--- src/rtl/core/smpwm_pkg.sv ---
// ----------------------------------------------------------------------------
// smpwm_pkg
// Shared types and constants for the staggered multichannel PWM block.
// ----------------------------------------------------------------------------
`default_nettype none

package smpwm_pkg;

    // Field and register widths
    localparam int unsigned VALUE_W   = 32;
    localparam int unsigned PERIOD_W  = 32;
    localparam int unsigned STAGGER_W = 16;
    localparam int unsigned PIN_W     = 8;
    localparam int unsigned PIN_IDX_W = 3;
    localparam int unsigned CHAN_W    = 3;
    localparam int unsigned CFG_IDX_W = 4;

    // Reset values
    localparam logic [PERIOD_W-1:0]  RESET_PERIOD  = 32'h000C_3500;
    localparam logic [STAGGER_W-1:0] RESET_STAGGER = 16'd200;
    localparam logic [VALUE_W-1:0]   RESET_WIDTH   = 32'd200000;
    localparam logic [PIN_W-1:0]     ENABLE_ALL    = 8'hFF;

    // Configuration register indexes
    localparam logic [CFG_IDX_W-1:0] CFG_PERIOD  = 4'd0;
    localparam logic [CFG_IDX_W-1:0] CFG_STAGGER = 4'd1;

    // Item function codes
    typedef enum logic [1:0] {
        FUNC_TICK  = 2'd0,
        FUNC_WIDTH = 2'd1,
        FUNC_MASK  = 2'd2
    } t_func;

    typedef struct packed {
        t_func               func;
        logic [CHAN_W-1:0]   channel;
        logic [VALUE_W-1:0]  value;
    } t_in_item;

    typedef struct packed {
        logic [PIN_W-1:0] pins;
        logic             period_start;
    } t_out_item;

    // Controller states
    typedef enum logic [2:0] {
        ST_IDLE,
        ST_DECODE,
        ST_LOAD,
        ST_CMP,
        ST_START,
        ST_PINS,
        ST_EMIT
    } t_state;

    // Controller to datapath commands
    typedef struct packed {
        logic capture;
        logic decode;
        logic load;
        logic cmp;
        logic start;
        logic pins;
        logic emit;
    } t_cmd;

    // Datapath to controller status
    typedef struct packed {
        logic is_tick;
        logic latch;
        logic j_last;
        logic i_last;
        logic out_free;
    } t_sts;

endpackage

`default_nettype wire

--- src/rtl/core/smpwm_ctrl.sv ---
// ----------------------------------------------------------------------------
// smpwm_ctrl
// Sequencer: decodes an item, steps the ranking exchange, evaluates pins
// and hands the result to the output register.
// ----------------------------------------------------------------------------
`default_nettype none

module smpwm_ctrl (
    input  wire logic            i_clk,
    input  wire logic            i_rst_n,
    input  wire logic            i_in_valid,
    input  smpwm_pkg::t_sts      i_sts,
    output logic                 o_busy,
    output smpwm_pkg::t_cmd      o_cmd
);

    smpwm_pkg::t_state r_state;
    smpwm_pkg::t_state n_state;

    // State register
    always_ff @(posedge i_clk) begin
        if (!i_rst_n) begin
            r_state <= smpwm_pkg::ST_IDLE;
        end else begin
            r_state <= n_state;
        end
    end

    // Next state and commands
    always_comb begin
        n_state = r_state;
        o_cmd   = '0;
        case (r_state)
            smpwm_pkg::ST_IDLE: begin
                if (i_in_valid) begin
                    o_cmd.capture = 1'b1;
                    n_state       = smpwm_pkg::ST_DECODE;
                end
            end
            smpwm_pkg::ST_DECODE: begin
                o_cmd.decode = 1'b1;
                if (!i_sts.is_tick) begin
                    n_state = smpwm_pkg::ST_EMIT;
                end else if (i_sts.latch) begin
                    n_state = smpwm_pkg::ST_LOAD;
                end else begin
                    n_state = smpwm_pkg::ST_START;
                end
            end
            smpwm_pkg::ST_LOAD: begin
                o_cmd.load = 1'b1;
                n_state    = smpwm_pkg::ST_CMP;
            end
            smpwm_pkg::ST_CMP: begin
                o_cmd.cmp = 1'b1;
                if (i_sts.j_last) begin
                    n_state = i_sts.i_last ? smpwm_pkg::ST_START : smpwm_pkg::ST_LOAD;
                end
            end
            smpwm_pkg::ST_START: begin
                o_cmd.start = 1'b1;
                n_state     = smpwm_pkg::ST_PINS;
            end
            smpwm_pkg::ST_PINS: begin
                o_cmd.pins = 1'b1;
                n_state    = smpwm_pkg::ST_EMIT;
            end
            smpwm_pkg::ST_EMIT: begin
                if (i_sts.out_free) begin
                    o_cmd.emit = 1'b1;
                    n_state    = smpwm_pkg::ST_IDLE;
                end
            end
            default: begin
                n_state = smpwm_pkg::ST_IDLE;
            end
        endcase
    end

    assign o_busy = (r_state != smpwm_pkg::ST_IDLE);

endmodule

`default_nettype wire

--- src/rtl/core/smpwm_dp.sv ---
// ----------------------------------------------------------------------------
// smpwm_dp
// Datapath: pending and active settings, phase counter, rank exchange
// registers, per-rank start offsets, pin compare lanes and output register.
// ----------------------------------------------------------------------------
`default_nettype none

module smpwm_dp #(
    parameter int unsigned CHANNELS = 8
) (
    input  wire logic                                  i_clk,
    input  wire logic                                  i_rst_n,
    input  smpwm_pkg::t_cmd                            i_cmd,
    output smpwm_pkg::t_sts                            o_sts,
    input  smpwm_pkg::t_in_item                        i_in_item,
    input  wire logic [smpwm_pkg::PERIOD_W-1:0]        i_period,
    input  wire logic [smpwm_pkg::STAGGER_W-1:0]       i_stagger,
    output logic                                       o_out_valid,
    input  wire logic                                  i_out_stall,
    output smpwm_pkg::t_out_item                       o_out_item
);

    localparam int unsigned CH_W    = $clog2(CHANNELS);
    localparam int unsigned START_W = smpwm_pkg::STAGGER_W + CH_W;
    localparam int unsigned CMP_W   =
        ((START_W > smpwm_pkg::VALUE_W) ? START_W : smpwm_pkg::VALUE_W) + 1;
    localparam int unsigned CHX_W   =
        ((CH_W > smpwm_pkg::PIN_IDX_W) ? CH_W : smpwm_pkg::PIN_IDX_W) + 1;

    smpwm_pkg::t_in_item                 r_item;
    logic [smpwm_pkg::PERIOD_W-1:0]      r_phase;
    logic [smpwm_pkg::VALUE_W-1:0]       r_pend_w [CHANNELS];
    logic [smpwm_pkg::PIN_W-1:0]         r_pend_en;
    logic [smpwm_pkg::PIN_W-1:0]         r_en;
    logic [smpwm_pkg::VALUE_W-1:0]       r_w [CHANNELS];
    logic [CH_W-1:0]                     r_rank [CHANNELS];
    logic [smpwm_pkg::VALUE_W-1:0]       r_cur_w;
    logic [CH_W-1:0]                     r_cur_r;
    logic [CH_W-1:0]                     r_i;
    logic [CH_W-1:0]                     r_j;
    logic [START_W-1:0]                  r_start [CHANNELS];
    logic [smpwm_pkg::PIN_W-1:0]         r_pins;
    logic                                r_flag;
    logic                                r_out_valid;
    smpwm_pkg::t_out_item                r_out_item;

    logic [smpwm_pkg::PERIOD_W-1:0]      period_eff;
    logic [smpwm_pkg::PERIOD_W-1:0]      phase_eff;
    logic [smpwm_pkg::PERIOD_W:0]        phase_inc;
    logic                                phase_wrap;
    logic [CH_W-1:0]                     rd_idx;
    logic [smpwm_pkg::VALUE_W-1:0]       rd_w;
    logic [CH_W-1:0]                     rd_rank;
    logic                                swap;
    logic [smpwm_pkg::VALUE_W-1:0]       n_cur_w;
    logic [CH_W-1:0]                     n_cur_r;
    logic                                wr_ok;
    logic [smpwm_pkg::PIN_W-1:0]         pins_v;
    logic                                out_free;

    // Phase bookkeeping; a zero period acts as one
    assign period_eff = (i_period == '0) ? smpwm_pkg::PERIOD_W'(1) : i_period;
    assign phase_eff  = (r_phase >= period_eff) ? '0 : r_phase;
    assign phase_inc  = {1'b0, r_phase} + (smpwm_pkg::PERIOD_W + 1)'(1);
    assign phase_wrap = (phase_inc >= {1'b0, period_eff});

    // One exchange read port: slot i when loading a pass, slot j otherwise
    assign rd_idx  = i_cmd.load ? r_i : r_j;
    assign rd_w    = r_w[rd_idx];
    assign rd_rank = r_rank[rd_idx];
    assign swap    = (rd_w < r_cur_w);
    assign n_cur_w = swap ? rd_w : r_cur_w;
    assign n_cur_r = swap ? rd_rank : r_cur_r;

    // Ignore width writes to channels the block does not have
    assign wr_ok = (32'(r_item.channel) < 32'(CHANNELS));

    // Pin lanes, one per rank
    always_comb begin
        logic [CHX_W-1:0] ch_x;
        logic [CMP_W-1:0] stop;
        pins_v = '0;
        for (int r = 0; r < CHANNELS; r++) begin
            ch_x = CHX_W'(r_rank[r]);
            stop = CMP_W'(r_start[r]) + CMP_W'(r_w[r]);
            if ((ch_x < CHX_W'(smpwm_pkg::PIN_W)) &&
                r_en[ch_x[smpwm_pkg::PIN_IDX_W-1:0]] &&
                (CMP_W'(r_start[r]) <= CMP_W'(r_phase)) &&
                (CMP_W'(r_phase) < stop)) begin
                pins_v[ch_x[smpwm_pkg::PIN_IDX_W-1:0]] = 1'b1;
            end
        end
    end

    assign out_free = !r_out_valid || !i_out_stall;

    // Status to the controller
    always_comb begin
        o_sts          = '0;
        o_sts.is_tick  = (r_item.func == smpwm_pkg::FUNC_TICK);
        o_sts.latch    = (phase_eff == '0);
        o_sts.j_last   = (r_j == CH_W'(CHANNELS - 1));
        o_sts.i_last   = (r_i == CH_W'(CHANNELS - 2));
        o_sts.out_free = out_free;
    end

    // Control and settings state
    always_ff @(posedge i_clk) begin
        if (!i_rst_n) begin
            r_phase     <= '0;
            r_pend_en   <= smpwm_pkg::ENABLE_ALL;
            r_en        <= '0;
            r_cur_w     <= '0;
            r_cur_r     <= '0;
            r_i         <= '0;
            r_j         <= '0;
            r_pins      <= '0;
            r_out_valid <= 1'b0;
            for (int c = 0; c < CHANNELS; c++) begin
                r_pend_w[c] <= smpwm_pkg::RESET_WIDTH;
                r_w[c]      <= smpwm_pkg::RESET_WIDTH;
                r_rank[c]   <= CH_W'(c);
            end
        end else begin
            // Apply a write, or settle the phase and latch on a period start
            if (i_cmd.decode) begin
                if (r_item.func == smpwm_pkg::FUNC_TICK) begin
                    r_phase <= phase_eff;
                    if (phase_eff == '0) begin
                        r_en <= r_pend_en;
                        r_i  <= '0;
                        for (int c = 0; c < CHANNELS; c++) begin
                            r_w[c]    <= r_pend_w[c];
                            r_rank[c] <= CH_W'(c);
                        end
                    end
                end else begin
                    case (r_item.func)
                        smpwm_pkg::FUNC_WIDTH: begin
                            if (wr_ok) begin
                                r_pend_w[CH_W'(r_item.channel)] <= r_item.value;
                            end
                        end
                        smpwm_pkg::FUNC_MASK: begin
                            r_pend_en <= r_item.value[smpwm_pkg::PIN_W-1:0];
                        end
                        default: begin
                        end
                    endcase
                end
            end

            // Open an exchange pass at slot i
            if (i_cmd.load) begin
                r_cur_w <= rd_w;
                r_cur_r <= rd_rank;
                r_j     <= CH_W'(r_i + 1'b1);
            end

            // Compare slot j with the running minimum, swap when smaller
            if (i_cmd.cmp) begin
                if (swap) begin
                    r_w[r_j]    <= r_cur_w;
                    r_rank[r_j] <= r_cur_r;
                end
                r_cur_w <= n_cur_w;
                r_cur_r <= n_cur_r;
                r_j     <= CH_W'(r_j + 1'b1);
                if (r_j == CH_W'(CHANNELS - 1)) begin
                    r_w[r_i]    <= n_cur_w;
                    r_rank[r_i] <= n_cur_r;
                    r_i         <= CH_W'(r_i + 1'b1);
                end
            end

            // Register the pin vector and advance the phase
            if (i_cmd.pins) begin
                r_pins  <= pins_v;
                r_phase <= phase_wrap ? '0 : phase_inc[smpwm_pkg::PERIOD_W-1:0];
            end

            // Output register
            if (i_cmd.emit) begin
                r_out_valid <= 1'b1;
            end else if (!i_out_stall) begin
                r_out_valid <= 1'b0;
            end
        end
    end

    // Payload registers
    always_ff @(posedge i_clk) begin
        if (i_cmd.capture) begin
            r_item <= i_in_item;
        end
        if (i_cmd.decode) begin
            r_flag <= (r_item.func == smpwm_pkg::FUNC_TICK) && (phase_eff == '0);
        end
        // Start offset of each rank
        if (i_cmd.start) begin
            for (int r = 0; r < CHANNELS; r++) begin
                r_start[r] <= START_W'(START_W'(r) * START_W'(i_stagger));
            end
        end
        if (i_cmd.emit) begin
            r_out_item.pins         <= r_pins;
            r_out_item.period_start <= r_flag;
        end
    end

    assign o_out_valid = r_out_valid;
    assign o_out_item  = r_out_item;

`ifndef SYNTH
    logic                w_ordered;
    logic [CHANNELS-1:0] rank_cover;

    always_comb begin
        w_ordered  = 1'b1;
        rank_cover = '0;
        for (int r = 0; r < CHANNELS; r++) begin
            rank_cover[r_rank[r]] = 1'b1;
        end
        for (int r = 0; r < CHANNELS - 1; r++) begin
            if (r_w[r + 1] < r_w[r]) begin
                w_ordered = 1'b0;
            end
        end
    end

    // Widths are in ascending order whenever pins are about to be evaluated
    a_sorted: assert property (@(posedge i_clk) disable iff (!i_rst_n)
        i_cmd.start |-> w_ordered)
        else $error("rank widths not ascending");

    // Ranks form a permutation of the channels whenever pins are about to be evaluated
    a_perm: assert property (@(posedge i_clk) disable iff (!i_rst_n)
        i_cmd.start |-> (rank_cover == {CHANNELS{1'b1}}))
        else $error("rank table is not a permutation");

    // Phase stays inside the period it was advanced against
    a_phase: assert property (@(posedge i_clk) disable iff (!i_rst_n)
        i_cmd.pins |=> (r_phase < $past(period_eff)))
        else $error("phase past period end");

    // A result is loaded only into a free output register
    a_emit: assert property (@(posedge i_clk) disable iff (!i_rst_n)
        i_cmd.emit |-> out_free)
        else $error("result overwrote a waiting result");
`endif

endmodule

`default_nettype wire

--- src/rtl/core/staggered_multichannel_pwm.sv ---
// ----------------------------------------------------------------------------
// staggered_multichannel_pwm
// Multichannel servo PWM with rank-staggered pulse starts.
//
//   channel  direction  handshake              payload
//   in       sink       i_in_valid/o_in_stall  i_in_item  (func, channel, value)
//   out      source     o_out_valid/i_out_stall o_out_item (pins, period_start)
//   cfg      sink       i_cfg_valid/o_cfg_ready i_cfg_index, i_cfg_data
//
// A write item is decoded, then loaded as a result; a tick is decoded, sets
// start offsets and registers its pins first. A tick at phase 0 also runs the
// rank exchange, one compare per cycle on a single compare unit.
// One item is in work at a time; a result waiting in the output register
// does not block the next accept, only the next result load.
// Reset is synchronous; it clears settings to their defaults and the pins.
// Items are held off and configuration writes are not ready during reset.
// ----------------------------------------------------------------------------
`default_nettype none

module staggered_multichannel_pwm #(
    parameter int unsigned CHANNELS = 8
) (
    input  wire logic                                   i_clk,
    input  wire logic                                   i_rst_n,
    input  wire logic                                   i_in_valid,
    output logic                                        o_in_stall,
    input  smpwm_pkg::t_in_item                         i_in_item,
    output logic                                        o_out_valid,
    input  wire logic                                   i_out_stall,
    output smpwm_pkg::t_out_item                        o_out_item,
    input  wire logic                                   i_cfg_valid,
    output logic                                        o_cfg_ready,
    input  wire logic [smpwm_pkg::CFG_IDX_W-1:0]        i_cfg_index,
    input  wire logic [smpwm_pkg::PERIOD_W-1:0]         i_cfg_data
);

    logic [smpwm_pkg::PERIOD_W-1:0]  r_period;
    logic [smpwm_pkg::STAGGER_W-1:0] r_stagger;
    smpwm_pkg::t_cmd                 cmd;
    smpwm_pkg::t_sts                 sts;
    logic                            busy;

    assign o_cfg_ready = i_rst_n;

    // Configuration registers
    always_ff @(posedge i_clk) begin
        if (!i_rst_n) begin
            r_period  <= smpwm_pkg::RESET_PERIOD;
            r_stagger <= smpwm_pkg::RESET_STAGGER;
        end else if (i_cfg_valid) begin
            case (i_cfg_index)
                smpwm_pkg::CFG_PERIOD: begin
                    r_period <= i_cfg_data;
                end
                smpwm_pkg::CFG_STAGGER: begin
                    r_stagger <= i_cfg_data[smpwm_pkg::STAGGER_W-1:0];
                end
                default: begin
                end
            endcase
        end
    end

    // Hold off new items while one is in work or reset is asserted
    assign o_in_stall = busy || !i_rst_n;

    smpwm_ctrl u_ctrl (
        .i_clk      (i_clk),
        .i_rst_n    (i_rst_n),
        .i_in_valid (i_in_valid),
        .i_sts      (sts),
        .o_busy     (busy),
        .o_cmd      (cmd)
    );

    smpwm_dp #(
        .CHANNELS (CHANNELS)
    ) u_dp (
        .i_clk       (i_clk),
        .i_rst_n     (i_rst_n),
        .i_cmd       (cmd),
        .o_sts       (sts),
        .i_in_item   (i_in_item),
        .i_period    (r_period),
        .i_stagger   (r_stagger),
        .o_out_valid (o_out_valid),
        .i_out_stall (i_out_stall),
        .o_out_item  (o_out_item)
    );

endmodule

`default_nettype wire

--- config.mk ---
export PLATFORM = sky130hd
export DESIGN_NAME = staggered_multichannel_pwm
export DESIGN_NICKNAME = d
export VERILOG_FILES = /design/src/rtl/core/smpwm_pkg.sv /design/src/rtl/core/smpwm_ctrl.sv /design/src/rtl/core/smpwm_dp.sv /design/src/rtl/core/staggered_multichannel_pwm.sv
export SDC_FILE = /design/constraint.sdc
export NUM_CORES = 2
export LEC_CHECK = 0
export BUFFER_PORTS_ARGS = -buffer_cell sky130_fd_sc_hd__buf_2
export CAP_MARGIN = 20
export CORE_ASPECT_RATIO = 1.4
export CORE_UTILIZATION = 50
export DETAILED_ROUTE_END_ITERATION = 10
export PLACE_DENSITY = 0.66
export RECOVER_POWER = 100
export SLEW_MARGIN = 20
export SYNTH_ARGS = -nofsm -noshare
export SYNTH_HDL_FRONTEND = slang
export SYNTH_HIERARCHICAL = 1
export SYNTH_SLANG_ARGS = --single-unit
export TNS_END_PERCENT = 20
--- constraint.sdc ---
create_clock -name i_clk -period 7.1 [get_ports i_clk]
set_input_delay 1.42 -clock i_clk [delete_from_list [all_inputs] [get_ports i_clk]]
set_output_delay 1.42 -clock i_clk [all_outputs]
set_load 0.01 [all_outputs]
After elaboration in Yosys (flattened, before gate mapping)
Memory sizes are Yosys's and may differ from the RTL's. Cells that the tools add are included. W data, S select, Z words.

Multipliers: 4. Mux-type cells: 130. Order comparisons: 35. Equal/unequal tests: 15. Bitwise logic cells: 24. Reduce and logical (&&, ||, !) cells: 50. $add $sub $neg: 11.

Operators by type and width (count): $mux W32 (20); $add A19 B32 Y33 (8); $lt A32 B33 Y1 (8); $le A19 B32 Y1 (8); $mux W3 (32); $reduce_or A32 Y1 (3); $logic_not A32 Y1 (2); $mux W8 (8); $or A8 B8 Y8 (7); $mux W1 (53); $mul A3 B16 Y19 const A (2); $mul A2 B16 Y18 const A (2); $add A32 B1 Y33 const B (1); $ge A33 B32 Y1 (1); $ge A32 B32 Y1 (1); $lt A3 B4 Y1 const B (8); $lt A32 B32 Y1 (1); $logic_and A1 B1 Y1 (25); $bmux W1 S3 (8); $demux W1 S3 (8); $ge A3 B1 Y1 const B (8); $pmux W3 S7 (1); $or A1 B1 Y1 (16); $eq A3 B3 Y1 const B (5); other kinds (19) (33).

Logic and storage cells: 291. Output and inout bits: 12. Register bits: 196. Memories kept: 4. Memory bits (writable): 688.

Memories: u_dp.r_pend_w (words 8, bits a word 32, rd ports 8, clocked after Yosys merged registers in 0, wr ports 8, line smpwm_dp.sv:32) `logic [smpwm_pkg::VALUE_W-1:0] r_pend_w [CHANNELS];`; u_dp.r_w (words 8, bits a word 32, rd ports 9, clocked after Yosys merged registers in 0, wr ports 8, line smpwm_dp.sv:35) `logic [smpwm_pkg::VALUE_W-1:0] r_w [CHANNELS];`; u_dp.r_start (words 8, bits a word 19, rd ports 8, clocked after Yosys merged registers in 0, wr ports 8, line smpwm_dp.sv:41) `logic [START_W-1:0] r_start [CHANNELS];`; u_dp.r_rank (words 8, bits a word 3, rd ports 9, clocked after Yosys merged registers in 0, wr ports 8, line smpwm_dp.sv:36) `logic [CH_W-1:0] r_rank [CHANNELS];`.

Logic depth before layout (Yosys ltp)
An unclocked memory read counts as a cell.

Depth in word-level cells: 20. Mapped depth: 24.

By module
The synthesis kept the hierarchy.

Modules (own cells, without submodules): smpwm_dp (cells an instance 5616, sequential area each 21480.6 sq um, times used 1, area each 55406.9 sq um); staggered_multichannel_pwm (cells an instance 205, sequential area each 960.9 sq um, times used 1, area each 1949.4 sq um); smpwm_ctrl (cells an instance 35, sequential area each 60.1 sq um, times used 1, area each 249.0 sq um).

Worst setup path before layout
OpenSTA, ideal clock, no wires.

Kind: register to register. Start point: reg u_ctrl.r_state[1]. End point: mem u_dp/r_rank[7][0] (netlist bit) (enable). Setup slack: 0.831 ns. Arrival: 5.681 ns. Stages on the path, launching flop included: 23. Required time: 6.512 ns. Library setup time: 0.588 ns. Cell sequence: dfxtp_1 clkbuf_1 nor3b_1 buf_2 mux2i_1 buf_4 buf_2 mux4_2 mux2i_1 inv_1 ha_1 nand4_1 nor3_1 nand4_1 nor3_1 o21ai_0 o221a_2 buf_2 buf_4 buf_4 nand2_1 buf_2 nand3_1.

RTL lines: from (decl) (line smpwm_ctrl.sv:17) `smpwm_pkg::t_state r_state;`; from (signal assigned) (line smpwm_ctrl.sv:23) `r_state <= smpwm_pkg::ST_IDLE;`; from (signal assigned) (line smpwm_ctrl.sv:25) `r_state <= n_state;`; to (decl) (line smpwm_dp.sv:36).

==> flow_summary.yaml <==
cells_and_area:
  drive_gt1_share_pct: 8.55
  fillCellCount: 10111
  finalNetCount: 6679
  final_common_cell: "edfxtp_1"
  instances_no_fill: 7493
  layout.cells.most_common_list: "edfxtp_1 (650), ha_1 (648), nand2_1 (529), nor2_1 (371), a21oi_1 (365)"
  syn_to_final_growth_pct: 9.42
min_path:
  holdCritPathClass: "reg -> reg"
  hold_start: "u_dp/r_pins[2]"
power_and_ir_drop:
  p_leak_nw: 24.9
  peakVddDrop_v: 0.000221
  p_total_mw: 13.7
  power.density_nw_per_um2: 218
synth:
  synth-seq-area-share_pct: 39.1
  synthDistinctLibCells: 93
  muxShareOfSynthArea_pct: 4.99
  synth-simple-area-share_pct: 17.3
  synth_warnings: 6
  synthXorXnorAreaFrac_pct: 3.89
  synth_top_cell_by_area: "edfxtp_1"
  synth_fa_ha_area_share_pct: 14.9
  syn_avg_cell_area_um2: 9.84
  syn_inst: 5856
  ys.flop_type: "edfxtp_1"
  ys_top_cells_by_area: "edfxtp_1 (34%), ha_1 (14%), dfxtp_1 (5.2%)"
  synth-compound-area-share_pct: 16.1
  synth_top_family_by_area: "simple AND/OR/NAND/NOR gates"
  syn_nets: 6607
  synthesis.area_um2: 57600
  synth_top_area_share_pct: 33.9
  synth_edf_count: 650
  async_flop_share_pct: 0
  synth-seq-cells: 799
clock_tree:
  cts_tree: "built"
  cts_buffers: 84
  clk_pin_slew_ns: 0.07
  clkLatencyLatePin_ns: 0.72
  ctsHoldBuffers: 0
  htree_levels: 3
  cts_root_buf: "clkbuf_16"
  cts_sinks: 799
  clock_path_buffers: 3
floorplanning:
  placementRows: 147
  die_h_um: 404
  core_area_um2: 114000
  dieArea_um2: 117000
  initial_utilization_pct: 50.4
  die_w_um: 289
  io-pin-count: 90
critical_path:
  worstPathRequired_ns: 7.69
  rrSetupSlack_ns: 0.18
  crit_start: "u_dp/r_start[1][53]"
  worst-path-buf-inv: 4
  path_max_fanout: 9
  startpoint_type: "flop"
  crit_arrival_ns: 7.50
  critPathKind: "reg -> reg"
  critPathMaxStageDelay_ns: 0.71
  reg2reg_from: "u_dp/r_start[1][53]"
  cp_slowest_cell: "or4_1"
  cp.depth: 25
  crit_family: "compound AO/OA/AOI/OAI gates"
  endpoint: "u_dp/r_pins[5]"
  rr_worst_depth: 25
  reg2reg_to: "u_dp/r_pins[5]"
  crit_path_end_kind: "flop"
detailed_routing:
  drt-met1-wl_um: 81500
  via_count: 49607
  firstDrtPassIters: 6
  drc: 0
  vias_per_cell: 6.62
  wl_per_cell_um: 29.8
  route.met3.wl_um: 21900
  drtIter0Drc: 5505
  top_layer: "met5"
  wl_um: 223000
  met2_length_um: 103000
  ant_nets: 0
timing:
  setup_violations: 0
  tightest_slew_ns: 4.50
  worst_clock_skew_ns: 0.0542
  hold_violations: 0
  fin_crit_sh_pct: 97.4
  slew_headroom_pct: -200
  final_max_slew_viol_count: 475
  fmax_ghz: 0.145
  min_period_ns: 6.92
  finalWorstSetupSlack_ns: 0.183
global_route:
  grt_pass1_vias: 47680
  grt_usage_pct: 37.8
  overflow: 0
  grt_first_pass_wirelength_um: 319000
  grt_antenna_before_repair: 12
  grt_max_degree: 71
place:
  place_hpwl_um: 173000
  port-buffer-count: 89
  routabilityCongestion: 1.04
  place_inst: 7332
  dp_slack_ns: -0.317
outcome:
  outcome: "finished with violations"
  violations: "capacitance limit, slew limit"
run:
  maxCapViolations: 16
## per-stage QoR
step           hold slack, ns  setup TNS (ns)  utilization, %  cell area, µm²
4_1_cts                 0.422               0            55.3           63300
3_5_place_dp            0.410           -2.22            52.8           60400
5_1_grt                 0.426        -0.00851            55.1           63000
6_report                0.423               0            55.1           63000
3_3_place_gp            0.408           -8.01            52.8           60400
2_1_floorplan           0.400               0               -           57600
## worst min path at each step
stage                               endpoint  slack, ns  cells after the start
final                     u_dp/o_out_item[3]       0.42                      0
after detailed placement  u_dp/o_out_item[3]       0.41                      0
after global routing      u_dp/o_out_item[3]       0.43                      0
after floorplan           u_dp/o_out_item[0]       0.40                      0
after global placement    u_dp/o_out_item[1]       0.41                      0
after CTS                 u_dp/o_out_item[2]       0.42                      0
## cell usage after synthesis, drive strengths merged (23+ instances only)
| cell | instances |
|---|---|
| a211oi | 89 |
| a21o | 114 |
| a21oi | 365 |
| a2bb2oi | 27 |
| a31oi | 120 |
| a32oi | 80 |
| and2 | 238 |
| and3 | 47 |
| buf | 90 |
| clkbuf | 194 |
| dfxtp | 149 |
| edfxtp | 650 |
| fa | 25 |
| ha | 648 |
| inv | 245 |
| mux2i | 116 |
| mux4 | 74 |
| nand2 | 530 |
| nand2b | 59 |
| nand3 | 236 |
| nand3b | 23 |
| nand4 | 118 |
| nor2 | 372 |
| nor2b | 39 |
| nor3 | 123 |
| nor4 | 43 |
| o211ai | 47 |
| o21a | 41 |
| o21ai | 300 |
| o21bai | 30 |
| or2 | 32 |
| or3 | 56 |
| xnor2 | 118 |
| xor2 | 138 |
## where the power goes
group          internal [mW]  switching [mW]  leakage, nW
logic                   1.14            2.15         16.2
clock network           2.54            2.08         1.36
registers               5.37           0.446         7.42
total                   9.05            4.68         24.9
## sequential cells by signal, indices dropped and copies added (netlist names), 9 cells and up
register and count:
r_period 32, r_stagger 16, u_dp/o_out_item 9, u_dp/r_cur_w 32, u_dp/r_item 37, u_dp/r_pend_w 256
u_dp/r_phase 32, u_dp/r_rank 24, u_dp/r_start 67, u_dp/r_w 256
## layout make-up
cell class                 instances  area (µm²)  share of cell area [%]
sequential                       799       22500                    35.7
inverter                         245         920                    1.46
antenna                            4        10.0                  0.0159
multi-input combinational       4528       33200                    52.6
tap                             1490        1860                    2.96
timing repair buffer             270        1720                    2.73
clock buffer                     110        2300                    3.65
clock inverter                    47         536                   0.850
## worst reg2reg max path: stages (launching register included)
cell and delay (ns):
edfxtp_1 0.42, buf_4 0.21, ha_1 0.22, inv_1 0.07, fa_1 0.21, nor2b_1 0.06
o21ai_0 0.23, a21boi_0 0.18, o211a_1 0.31, o21ai_0 0.52, a31oi_1 0.16, buf_4 0.21
nand3_1 0.14, nor2_1 0.07, xnor2_1 0.13, ha_1 0.29, nand4_1 0.20, nor4_2 0.46
buf_4 0.19, o21ai_0 0.18, or4_1 0.71, a31oi_4 0.41, o32ai_1 0.15, o21bai_1 0.39
a221oi_1 0.55, a31oi_1 0.15
## layer usage
metal  up-vias  track usage [%]
li1      22195                -
met1     23902             45.5
met2      2844             61.2
met3       656             7.46
met4        10             24.6
met5         -                0
## kinds of logic (layout without fill, tap and decap cells)
logic type / after synthesis / after routing
mux: 194 / 194
simple gates: 1986 / 1986
compound gates: 1419 / 1419
other cells: 0 / 4
buf+inv: 529 / 672
xor+xnor: 256 / 256
fa+ha+maj: 673 / 673
flops: 799 / 799
## timing repair
item,CTS,global route
endpoints found under the setup margin,8,8
buffers inserted,0,0
resized for setup,2,3
pin swaps,0,0
cloned,0,0
No activity file was read; power rests on OpenSTA's default activity.
